`src/sv/clock_set_button_controller_core_macros.svh`:
```
// Assertion macros for the clock-set button controller.
// Used by the modules that carry concurrent checks; no other dependencies.
`ifndef CLOCK_SET_BUTTON_CONTROLLER_CORE_MACROS_SVH
`define CLOCK_SET_BUTTON_CONTROLLER_CORE_MACROS_SVH

// same-cycle implication, disabled while reset is asserted
`define CSBC_ASSERT_IMPL(label, clk, rst_n, ante, cons, msg) \
    label: assert property (@(posedge clk) disable iff (!(rst_n)) (ante) |-> (cons)) \
        else $error(msg);

// next-cycle implication, disabled while reset is asserted
`define CSBC_ASSERT_NEXT(label, clk, rst_n, ante, cons, msg) \
    label: assert property (@(posedge clk) disable iff (!(rst_n)) (ante) |=> (cons)) \
        else $error(msg);

`endif

```
`src/sv/csbc_pkg.sv`:
```
// Shared types and constants for the clock-set button controller.
// No dependencies; imported by the interfaces and all modules.
package csbc_pkg;

    localparam int CFG_INDEX_W = 2;
    localparam int CFG_DATA_W  = 16;

    localparam logic [CFG_INDEX_W-1:0] CFG_HOLD_TICKS   = 2'd0;
    localparam logic [CFG_INDEX_W-1:0] CFG_IDLE_TIMEOUT = 2'd1;
    localparam logic [CFG_INDEX_W-1:0] CFG_YEAR_FIRST   = 2'd2;
    localparam logic [CFG_INDEX_W-1:0] CFG_YEAR_LAST    = 2'd3;

    localparam logic [2:0] FIELD_HOUR   = 3'd0;
    localparam logic [2:0] FIELD_MINUTE = 3'd1;
    localparam logic [2:0] FIELD_DAY    = 3'd2;
    localparam logic [2:0] FIELD_MONTH  = 3'd3;
    localparam logic [2:0] FIELD_YEAR   = 3'd4;
    localparam logic [2:0] FIELD_SAVE   = 3'd5;

    localparam logic [4:0]  HOUR_LAST   = 5'd23;
    localparam logic [5:0]  MINUTE_LAST = 6'd59;
    localparam logic [4:0]  DAY_FIRST   = 5'd1;
    localparam logic [4:0]  DAY_LAST    = 5'd31;
    localparam logic [3:0]  MONTH_FIRST = 4'd1;
    localparam logic [3:0]  MONTH_LAST  = 4'd12;

    localparam logic [15:0] HOLD_TICKS_RST   = 16'd2000;
    localparam logic [15:0] IDLE_TIMEOUT_RST = 16'd10000;
    localparam logic [11:0] YEAR_FIRST_RST   = 12'd2024;
    localparam logic [11:0] YEAR_LAST_RST    = 12'd2035;

    typedef struct packed {
        logic        left_button;
        logic        right_button;
        logic [4:0]  now_hour;
        logic [5:0]  now_minute;
        logic [4:0]  now_day;
        logic [3:0]  now_month;
        logic [11:0] now_year;
    } t_in_item;

    typedef struct packed {
        logic        in_set_mode;
        logic [2:0]  selected_field;
        logic [4:0]  edit_hour;
        logic [5:0]  edit_minute;
        logic [4:0]  edit_day;
        logic [3:0]  edit_month;
        logic [11:0] edit_year;
        logic        save_strobe;
    } t_out_item;

    typedef struct packed {
        logic [15:0] hold_ticks;
        logic [15:0] idle_timeout_ticks;
        logic [11:0] year_first;
        logic [11:0] year_last;
    } t_cfg;

    typedef struct packed {
        logic        mode;
        logic [2:0]  field_sel;
        logic [4:0]  hour;
        logic [5:0]  minute;
        logic [4:0]  day;
        logic [3:0]  month;
        logic [11:0] year;
        logic        holding;
        logic [15:0] hold_elapsed;
        logic [16:0] idle_elapsed;
        logic        prev_left;
        logic        prev_right;
    } t_state;

    localparam t_state STATE_RST = '{
        mode:         1'b0,
        field_sel:    FIELD_HOUR,
        hour:         5'd0,
        minute:       6'd0,
        day:          DAY_FIRST,
        month:        MONTH_FIRST,
        year:         YEAR_FIRST_RST,
        holding:      1'b0,
        hold_elapsed: 16'd0,
        idle_elapsed: 17'd0,
        prev_left:    1'b1,
        prev_right:   1'b1
    };

endpackage

```
`src/sv/csbc_if.sv`:
```
// Valid/ready channel interfaces: button/time input, result output, config write.
// Depends on csbc_pkg for payload types.
interface csbc_in_if import csbc_pkg::*; ();
    logic     valid;
    logic     ready;
    t_in_item data;
    modport source (output valid, output data, input ready);
    modport sink (input valid, input data, output ready);
endinterface

interface csbc_out_if import csbc_pkg::*; ();
    logic      valid;
    logic      ready;
    t_out_item data;
    modport source (output valid, output data, input ready);
    modport sink (input valid, input data, output ready);
endinterface

interface csbc_cfg_if import csbc_pkg::*; ();
    logic                   valid;
    logic                   ready;
    logic [CFG_INDEX_W-1:0] index;
    logic [CFG_DATA_W-1:0]  data;
    modport source (output valid, output index, output data, input ready);
    modport sink (input valid, input index, input data, output ready);
endinterface

```
`src/sv/csbc_cfg.sv`:
```
// Configuration register file: hold time, idle timeout, year bounds.
// Depends on csbc_pkg and csbc_cfg_if.
module csbc_cfg import csbc_pkg::*; (
    input  logic       i_clk,
    input  logic       i_rst_n,
    csbc_cfg_if.sink   i_cfg,
    output t_cfg       o_cfg
);

    t_cfg r_cfg;

    assign i_cfg.ready = 1'b1;
    assign o_cfg       = r_cfg;

    always_ff @(posedge i_clk) begin
        if (!i_rst_n) begin
            r_cfg.hold_ticks         <= HOLD_TICKS_RST;
            r_cfg.idle_timeout_ticks <= IDLE_TIMEOUT_RST;
            r_cfg.year_first         <= YEAR_FIRST_RST;
            r_cfg.year_last          <= YEAR_LAST_RST;
        end else if (i_cfg.valid) begin
            unique case (i_cfg.index)
                CFG_HOLD_TICKS:   r_cfg.hold_ticks         <= i_cfg.data;
                CFG_IDLE_TIMEOUT: r_cfg.idle_timeout_ticks <= i_cfg.data;
                CFG_YEAR_FIRST:   r_cfg.year_first         <= i_cfg.data[11:0];
                CFG_YEAR_LAST:    r_cfg.year_last          <= i_cfg.data[11:0];
            endcase
        end
    end

endmodule

```
`src/sv/csbc_step.sv`:
```
// Next-state and result logic for one tick of the button controller.
// Purely combinational; depends on csbc_pkg.
module csbc_step import csbc_pkg::*; (
    input  t_state    i_state,
    input  t_in_item  i_item,
    input  t_cfg      i_cfg,
    output t_state    o_state,
    output t_out_item o_result
);

    logic   left_edge;
    logic   right_edge;
    logic   strobe;
    t_state nxt;

    assign left_edge  = i_item.left_button & ~i_state.prev_left;
    assign right_edge = i_item.right_button & ~i_state.prev_right;

    always_comb begin
        nxt    = i_state;
        strobe = 1'b0;
        if (!i_state.mode) begin
            if (i_item.left_button | i_item.right_button) begin
                if (!i_state.holding) begin
                    nxt.holding      = 1'b1;
                    nxt.hold_elapsed = '0;
                end else if (i_state.hold_elapsed != '1) begin
                    nxt.hold_elapsed = i_state.hold_elapsed + 16'd1;
                end
                if (nxt.hold_elapsed >= i_cfg.hold_ticks) begin
                    nxt.hour         = i_item.now_hour;
                    nxt.minute       = i_item.now_minute;
                    nxt.day          = i_item.now_day;
                    nxt.month        = i_item.now_month;
                    nxt.year         = i_item.now_year;
                    nxt.field_sel    = FIELD_HOUR;
                    nxt.idle_elapsed = '0;
                    nxt.holding      = 1'b0;
                    nxt.hold_elapsed = '0;
                    nxt.prev_left    = 1'b1;
                    nxt.prev_right   = 1'b1;
                    nxt.mode         = 1'b1;
                end
            end else begin
                nxt.holding      = 1'b0;
                nxt.hold_elapsed = '0;
            end
        end else begin
            if (left_edge) begin
                if (i_state.field_sel == FIELD_SAVE) begin
                    strobe   = 1'b1;
                    nxt.mode = 1'b0;
                end else begin
                    unique case (i_state.field_sel)
                        FIELD_HOUR:
                            nxt.hour = (i_state.hour >= HOUR_LAST) ? 5'd0
                                       : i_state.hour + 5'd1;
                        FIELD_MINUTE:
                            nxt.minute = (i_state.minute >= MINUTE_LAST) ? 6'd0
                                         : i_state.minute + 6'd1;
                        FIELD_DAY:
                            nxt.day = (i_state.day >= DAY_LAST) ? DAY_FIRST
                                      : i_state.day + 5'd1;
                        FIELD_MONTH:
                            nxt.month = (i_state.month >= MONTH_LAST) ? MONTH_FIRST
                                        : i_state.month + 4'd1;
                        FIELD_YEAR:
                            nxt.year = (i_state.year >= i_cfg.year_last) ? i_cfg.year_first
                                       : i_state.year + 12'd1;
                        default: ;
                    endcase
                end
            end
            if (right_edge) begin
                nxt.field_sel = (i_state.field_sel >= FIELD_SAVE) ? FIELD_HOUR
                                : i_state.field_sel + 3'd1;
            end
            if (left_edge | right_edge) begin
                nxt.idle_elapsed = '0;
            end else if (i_state.idle_elapsed != '1) begin
                nxt.idle_elapsed = i_state.idle_elapsed + 17'd1;
            end
            if (nxt.idle_elapsed > {1'b0, i_cfg.idle_timeout_ticks}) begin
                nxt.mode = 1'b0;
            end
            nxt.prev_left  = i_item.left_button;
            nxt.prev_right = i_item.right_button;
        end
    end

    assign o_state = nxt;

    assign o_result.in_set_mode    = nxt.mode;
    assign o_result.selected_field = nxt.field_sel;
    assign o_result.edit_hour      = nxt.hour;
    assign o_result.edit_minute    = nxt.minute;
    assign o_result.edit_day       = nxt.day;
    assign o_result.edit_month     = nxt.month;
    assign o_result.edit_year      = nxt.year;
    assign o_result.save_strobe    = strobe;

endmodule

```
`src/sv/clock_set_button_controller_core.sv`:
```
// Clock-set button controller, top level.
// Channels: i_in takes one tick beat (two button levels plus current time),
// o_out gives one result beat per input beat (mode, selected field, edit
// registers, save strobe), i_cfg writes the four configuration registers
// (0 hold ticks, 1 idle timeout, 2 first year, 3 last year); always ready.
// Path: an accepted beat is held in the input register, then its tick
// update is stored in the result register, which drives o_out.
// Throughput: one beat per cycle while o_out is taken; the update is a single
// pass of compares and small increments between input and result registers.
// Stall: when o_out is not taken, the result register holds, the input
// register fills, then i_in.ready drops until o_out drains; nothing is lost.
// Reset (i_rst_n low, synchronous): normal mode, hour field, edit time
// 00:00 1/1/2024, counters cleared, config back to defaults, both
// channels empty.
// Depends on csbc_pkg, csbc_if, csbc_cfg, csbc_step and the macro header.
`include "clock_set_button_controller_core_macros.svh"

module clock_set_button_controller_core import csbc_pkg::*; (
    input  logic        i_clk,
    input  logic        i_rst_n,
    csbc_cfg_if.sink    i_cfg,
    csbc_in_if.sink     i_in,
    csbc_out_if.source  o_out
);

    t_cfg      cfg;
    t_state    r_state;
    t_state    n_state;
    t_in_item  r_in;
    logic      r_in_valid;
    t_out_item r_out;
    t_out_item n_out;
    logic      r_out_valid;
    logic      advance;
    logic      step_fire;

    csbc_cfg u_cfg (
        .i_clk   (i_clk),
        .i_rst_n (i_rst_n),
        .i_cfg   (i_cfg),
        .o_cfg   (cfg)
    );

    csbc_step u_step (
        .i_state  (r_state),
        .i_item   (r_in),
        .i_cfg    (cfg),
        .o_state  (n_state),
        .o_result (n_out)
    );

    assign advance    = ~r_out_valid | o_out.ready;
    assign step_fire  = r_in_valid & advance;
    assign i_in.ready = ~r_in_valid | advance;

    assign o_out.valid = r_out_valid;
    assign o_out.data  = r_out;

    always_ff @(posedge i_clk) begin
        if (!i_rst_n) begin
            r_in_valid  <= 1'b0;
            r_out_valid <= 1'b0;
            r_state     <= STATE_RST;
        end else begin
            if (i_in.ready) begin
                r_in_valid <= i_in.valid;
            end
            if (advance) begin
                r_out_valid <= r_in_valid;
            end
            if (step_fire) begin
                r_state <= n_state;
            end
        end
    end

    always_ff @(posedge i_clk) begin
        if (i_in.valid & i_in.ready) begin
            r_in <= i_in.data;
        end
        if (step_fire) begin
            r_out <= n_out;
        end
    end

    `CSBC_ASSERT_IMPL(a_save_leaves_set, i_clk, i_rst_n, r_out_valid && r_out.save_strobe, !r_out.in_set_mode, "save strobe while still in set mode")
    `CSBC_ASSERT_IMPL(a_field_range, i_clk, i_rst_n, 1'b1, r_state.field_sel <= FIELD_SAVE, "field selector out of range")
    `CSBC_ASSERT_IMPL(a_hold_clear, i_clk, i_rst_n, !r_state.holding, r_state.hold_elapsed == 16'd0, "hold count running without a hold")
    `CSBC_ASSERT_NEXT(a_step_lands, i_clk, i_rst_n, step_fire, r_out_valid, "computed result not registered")
    `CSBC_ASSERT_NEXT(a_in_kept, i_clk, i_rst_n, r_in_valid && !advance, r_in_valid && $stable(r_in), "stalled input beat dropped")

endmodule

```
`src/flat_wrapper.sv`:
```
// flat-port wrapper written by rule: the top's interface ports become plain ports
module clock_set_button_controller_core_flat import csbc_pkg::*;
  (i_clk, i_rst_n, i_cfg_valid, i_cfg_index, i_cfg_data, i_cfg_ready, i_in_valid, i_in_data, i_in_ready, o_out_valid, o_out_data, o_out_ready);
  csbc_cfg_if i_cfg_i ();
  csbc_in_if i_in_i ();
  csbc_out_if o_out_i ();
  input  logic i_clk;
  input  logic i_rst_n;
  input wire logic [$bits(i_cfg_i.valid)-1:0] i_cfg_valid;
  input wire logic [$bits(i_cfg_i.index)-1:0] i_cfg_index;
  input wire logic [$bits(i_cfg_i.data)-1:0] i_cfg_data;
  output wire logic [$bits(i_cfg_i.ready)-1:0] i_cfg_ready;
  input wire logic [$bits(i_in_i.valid)-1:0] i_in_valid;
  input wire logic [$bits(i_in_i.data)-1:0] i_in_data;
  output wire logic [$bits(i_in_i.ready)-1:0] i_in_ready;
  output wire logic [$bits(o_out_i.valid)-1:0] o_out_valid;
  output wire logic [$bits(o_out_i.data)-1:0] o_out_data;
  input wire logic [$bits(o_out_i.ready)-1:0] o_out_ready;
  assign i_cfg_i.valid = i_cfg_valid;
  assign i_cfg_i.index = i_cfg_index;
  assign i_cfg_i.data = i_cfg_data;
  assign i_cfg_ready = i_cfg_i.ready;
  assign i_in_i.valid = i_in_valid;
  assign i_in_i.data = i_in_data;
  assign i_in_ready = i_in_i.ready;
  assign o_out_valid = o_out_i.valid;
  assign o_out_data = o_out_i.data;
  assign o_out_i.ready = o_out_ready;
  clock_set_button_controller_core u_core (.i_clk(i_clk), .i_rst_n(i_rst_n), .i_cfg(i_cfg_i), .i_in(i_in_i), .o_out(o_out_i));
endmodule
```
`config.mk`:
```
export PLATFORM = sky130hd
export DESIGN_NAME = clock_set_button_controller_core_flat
export DESIGN_NICKNAME = d
export VERILOG_FILES = /design/src/sv/csbc_pkg.sv /design/src/sv/csbc_if.sv /design/src/sv/csbc_cfg.sv /design/src/sv/csbc_step.sv /design/src/sv/clock_set_button_controller_core.sv /design/src/flat_wrapper.sv
export VERILOG_INCLUDE_DIRS = /design/src /design/src/sv
export SDC_FILE = /design/constraint.sdc
export NUM_CORES = 1
export LEC_CHECK = 0
export ABC_CLOCK_PERIOD_IN_PS = 6050
export BUFFER_PORTS_ARGS = -buffer_cell sky130_fd_sc_hd__buf_2
export CORE_MARGIN = 5
export CORE_UTILIZATION = 60
export CTS_CLUSTER_SIZE = 40
export DETAILED_ROUTE_END_ITERATION = 10
export PLACE_DENSITY = 0.84
export SYNTH_ARGS = -nofsm -noshare
export SYNTH_HDL_FRONTEND = slang
export SYNTH_HIERARCHICAL = 1
export SYNTH_SLANG_ARGS = --single-unit
```
`constraint.sdc`:
```
create_clock -name i_clk -period 6.05 [get_ports i_clk]
set_input_delay 0.3025 -clock i_clk [delete_from_list [all_inputs] [get_ports i_clk]]
set_output_delay 0.3025 -clock i_clk [all_outputs]
set_load 0.02 [all_outputs]
```
==> results.py <==
metrics = {
    "run_status": {
        "status": "finished, final reports clean",
    },
    "sta": {
        "slew_viol_final": 0,
        "whs_ps": 48.8,
        "min_period_ps": 5240,
        "tightestPinTransition_ps": 1110,
        "slew_headroom_pct": 26.1,
        "setup_viol": 0,
        "skew_ps": 23.3,
        "hold_viol_final": 0,
        "setup_tns_ps": 0,
        "rsz0062_at_grt": "false",
        "setup_slack_ps": 814,
        "fmax_ghz": 0.191,
        "finalCritPeriodShare_pct": 86.5,
    },
    "yosys": {
        "ys_types": 69,
        "syn_nets": 1408,
        "syn_area_mm2": 0.0117,
        "yosysSeqAreaShare_pct": 40.3,
        "synthFlopType": "dfxtp_1",
        "synth_cells": 1294,
        "synth_edf_count": 71,
        "synth-seq-cells": 201,
        "syn_area_per_cell_um2": 9.08,
        "synthArstFlopShare_pct": 0,
        "yosysWarningCount": 6,
    },
    "cells_and_area": {
        "fill_cells": 1460,
        "syn_to_final_growth_pct": 10.7,
        "antenna_cells": 0,
        "nets": 1455,
        "drive_above_1_share_pct": 11.1,
        "fin_area_mm2": 0.0130,
        "fin_cells": 1621,
        "final_util_pct": 67.0,
    },
    "die": {
        "start_util_pct": 60.6,
        "die_w_um": 150,
        "die_h_um": 150,
        "io_pins": 97,
        "core_area_mm2": 0.0194,
        "dieArea_mm2": 0.0225,
        "row_count": 51,
    },
    "setup_path": {
        "reg2regPathDepth": 17,
        "ff2ff_setup_slack_ps": 810,
        "crit_path_start_kind": "flip-flop",
        "rr_startpoint": "u_core/r_state[23]",
        "slowest_stage": "o21a_2",
        "crit_chain": "and4_1 -> nand3_1 -> nor2_1 -> a21oi_1 -> and3_1 -> xnor2_1 -> nor2_1 -> ha_1 -> nand4_1 -> nor2_1 -> o2111ai_1 -> o21ai_1 -> o21a_2 -> mux2i_1 -> o21ai_0 -> nand2_1 -> mux2i_1",
        "cp.required_ps": 6480,
        "cp.arrival_ps": 5660,
        "cp-end-kind": "flip-flop",
        "crit_path_frequent_cell": "nor2_1",
        "criticalPathCategory": "reg2reg",
        "worstPathMaxFanout": 38,
        "max_stage_delay_ps": 960,
        "regToRegEndpoint": "u_core/r_state[55]",
    },
    "clock_network": {
        "clock_sinks": 201,
        "cts_buffer_depth": 3,
        "worstSkewPairLatency_ps": 510,
        "path_clk_slew_ps": 60,
        "cts_tree": "built",
        "cts_setup_buffers": 0,
        "post_cts_resized": 0,
        "cts_buffers": 22,
        "cts-root-buf": "clkbuf_16",
        "h-tree-depth": 1,
    },
    "power_and_ir_drop": {
        "power.density_mw_per_mm2": 245,
        "vdd_drop_max_v": 0.000265,
        "p_leak_nw": 5.28,
        "finalPower_mw": 3.19,
    },
    "hold_path": {
        "min-delay-start": "i_in_valid",
        "hold_depth": 3,
        "hold_path.class": "in2reg",
        "whs_endpoint": "u_core/r_in_valid",
    },
    "job": {
        "maxCapViolations": 0,
    },
    "detailed_routing": {
        "drc": 0,
        "num_vias": 9687,
        "routed_wl_mm": 28.4,
        "wl_met3_mm": 1.87,
        "first_pass_iters": 6,
        "dr_wl_met2_mm": 13.6,
        "drt_iter0_drc": 907,
        "drt-met1-wl_mm": 11.5,
        "routedWlPerCell_um": 17.5,
        "via_per_inst": 5.98,
        "dr.max_layer_used": "met4",
        "antenna_left": 0,
    },
    "placement": {
        "place.port_buffers": 95,
        "placed_area_mm2": 0.0119,
        "place.gp.congestion": 0.892,
        "post-dp-hpwl_mm": 17.7,
        "dp_cells": 1548,
        "pre_cts_ws_ps": 1090,
    },
    "global_route": {
        "grt_pass1_vias": 9235,
        "grt_max_degree": 146,
        "grt_usage_pct": 24.6,
        "grt.overflow.total": 0,
        "antenna_found_initial": 0,
        "grt_pass1_wl_mm": 45.7,
    },
}
==> where the power goes <==
part	internal (mW)	leakage, nW	switching, mW
clock network	0.906	0.384	0.565
registers	1.44	1.74	0.0299
logic	0.0960	3.16	0.145
total	2.44	5.28	0.740
==> worst max-delay path by stage <==
stage                        from                  to  slack (ps)  depth (start not counted)
6_report       u_core/r_state[23]  u_core/r_state[55]         810                         17
4_1_cts        u_core/r_state[23]  u_core/r_state[39]        1070                         17
5_1_grt        u_core/r_state[23]  u_core/r_state[40]         600                         17
3_5_place_dp   u_core/r_state[23]  u_core/r_state[39]        1090                         17
3_3_place_gp   u_core/r_state[23]  u_core/r_state[39]        1320                         17
2_1_floorplan  u_core/r_state[23]  u_core/r_state[41]        2060                         20
==> layout make-up <==
type / count / area [µm²] / share of cell area, %
clock buffer: 28 / 627 / 4.82
inverter: 71 / 267 / 2.05
sequential: 201 / 4740 / 36.4
multi-input combinational: 909 / 6000 / 46.1
timing repair buffer: 136 / 875 / 6.72
clock inverter: 11 / 169 / 1.30
tap: 265 / 332 / 2.55
==> cells in the final DEF (no fill, tap or decap), types with 7 or more instances in the layout <==
cell type      synthesis  routed
a211oi_1               9       9
a21o_1                12      12
a21oi_1               32      32
a22o_1                 8       8
a31oi_1               22      22
and3_1                15      15
buf_2                 18      94
buf_4                 45       7
clkbuf_16              0      24
dfxtp_1              130     129
dlygate4sd3_1          0      34
edfxtp_1              71      71
ha_1                  57      57
inv_1                 69      69
mux2i_1              152     152
nand2_1              252     252
nand3_1               36      36
nand4_1               17      17
nor2_1                47      47
nor2b_1               35      35
nor3_1                14      14
o21ai_0               67      67
o22ai_1               13      13
o311ai_1              10      10
or3_1                  8       8
xnor2_1               10      10
xor2_1                15      15
==> Yosys cell counts (3+ instances only) <==
| library cell | count | share of area [%] |
|---|---|---|
| nand2_1 | 252 | 8.1 |
| mux2i_1 | 152 | 13 |
| dfxtp_1 | 130 | 22 |
| edfxtp_1 | 71 | 18 |
| inv_1 | 69 | 2.2 |
| o21ai_0 | 67 | 2.9 |
| ha_1 | 57 | 6.1 |
| nor2_1 | 47 | 1.5 |
| buf_4 | 45 | 2.9 |
| clkbuf_1 | 37 | 1.2 |
| nand3_1 | 36 | 1.5 |
| nor2b_1 | 35 | 1.9 |
| a21oi_1 | 32 | 1.4 |
| a31oi_1 | 22 | 1.2 |
| buf_2 | 18 | 0.77 |
| nand4_1 | 17 | 0.91 |
| and3_1 | 15 | 0.80 |
| xor2_1 | 15 | 1.1 |
| nor3_1 | 14 | 0.60 |
| o22ai_1 | 13 | 0.69 |
| a21o_1 | 12 | 0.77 |
| o311ai_1 | 10 | 0.75 |
| xnor2_1 | 10 | 0.75 |
| a211oi_1 | 9 | 0.58 |
| a22o_1 | 8 | 0.60 |
| or3_1 | 8 | 0.43 |
| buf_12 | 6 | 1.0 |
| and4_1 | 5 | 0.37 |
| o2111ai_1 | 5 | 0.37 |
| o311a_1 | 5 | 0.43 |
| o31ai_1 | 5 | 0.32 |
| a41oi_1 | 4 | 0.30 |
| buf_6 | 4 | 0.38 |
| nand2b_1 | 4 | 0.21 |
| o211ai_1 | 4 | 0.26 |
| o21a_1 | 4 | 0.26 |
| a31o_2 | 3 | 0.22 |
| nor4_1 | 3 | 0.16 |
| o32ai_1 | 3 | 0.22 |
==> flip-flops by register name, indices dropped and copies added (netlist names) <==
register            count
u_core/o_out.data      37
u_core/r_state         72
u_core/r_in_valid       1
u_core/o_out.valid      1
u_core/r_in            34
u_core/u_cfg/o_cfg     56
==> critical path, delay by kind of cell (launching register included) <==
kind            cells  cell delay, ps
xor+xnor            1             140
simple gates        8            1530
flops               1             470
mux                 2             350
compound gates      5            2330
fa+ha+maj           1             300
==> metal layers <==
metal	global-route usage [%]	vias up
met5	0	-
met4	11.6	0
met3	4.33	92
met2	41.6	431
met1	30.7	4542
li1	-	4622
==> logic make-up after synthesis <==
family	synth area share, %
xor+xnor	1.86
other cells	0.0319
flops	40.3
compound gates	12.2
mux	13.0
buf+inv	8.61
fa+ha+maj	6.07
simple gates	17.8
==> what timing repair did <==
action,4_1_cts,5_1_grt
hold buffers,34,0
hold endpoints to repair,34,0
endpoints found under the setup margin,0,0
No activity file was read; power rests on OpenSTA's default activity.
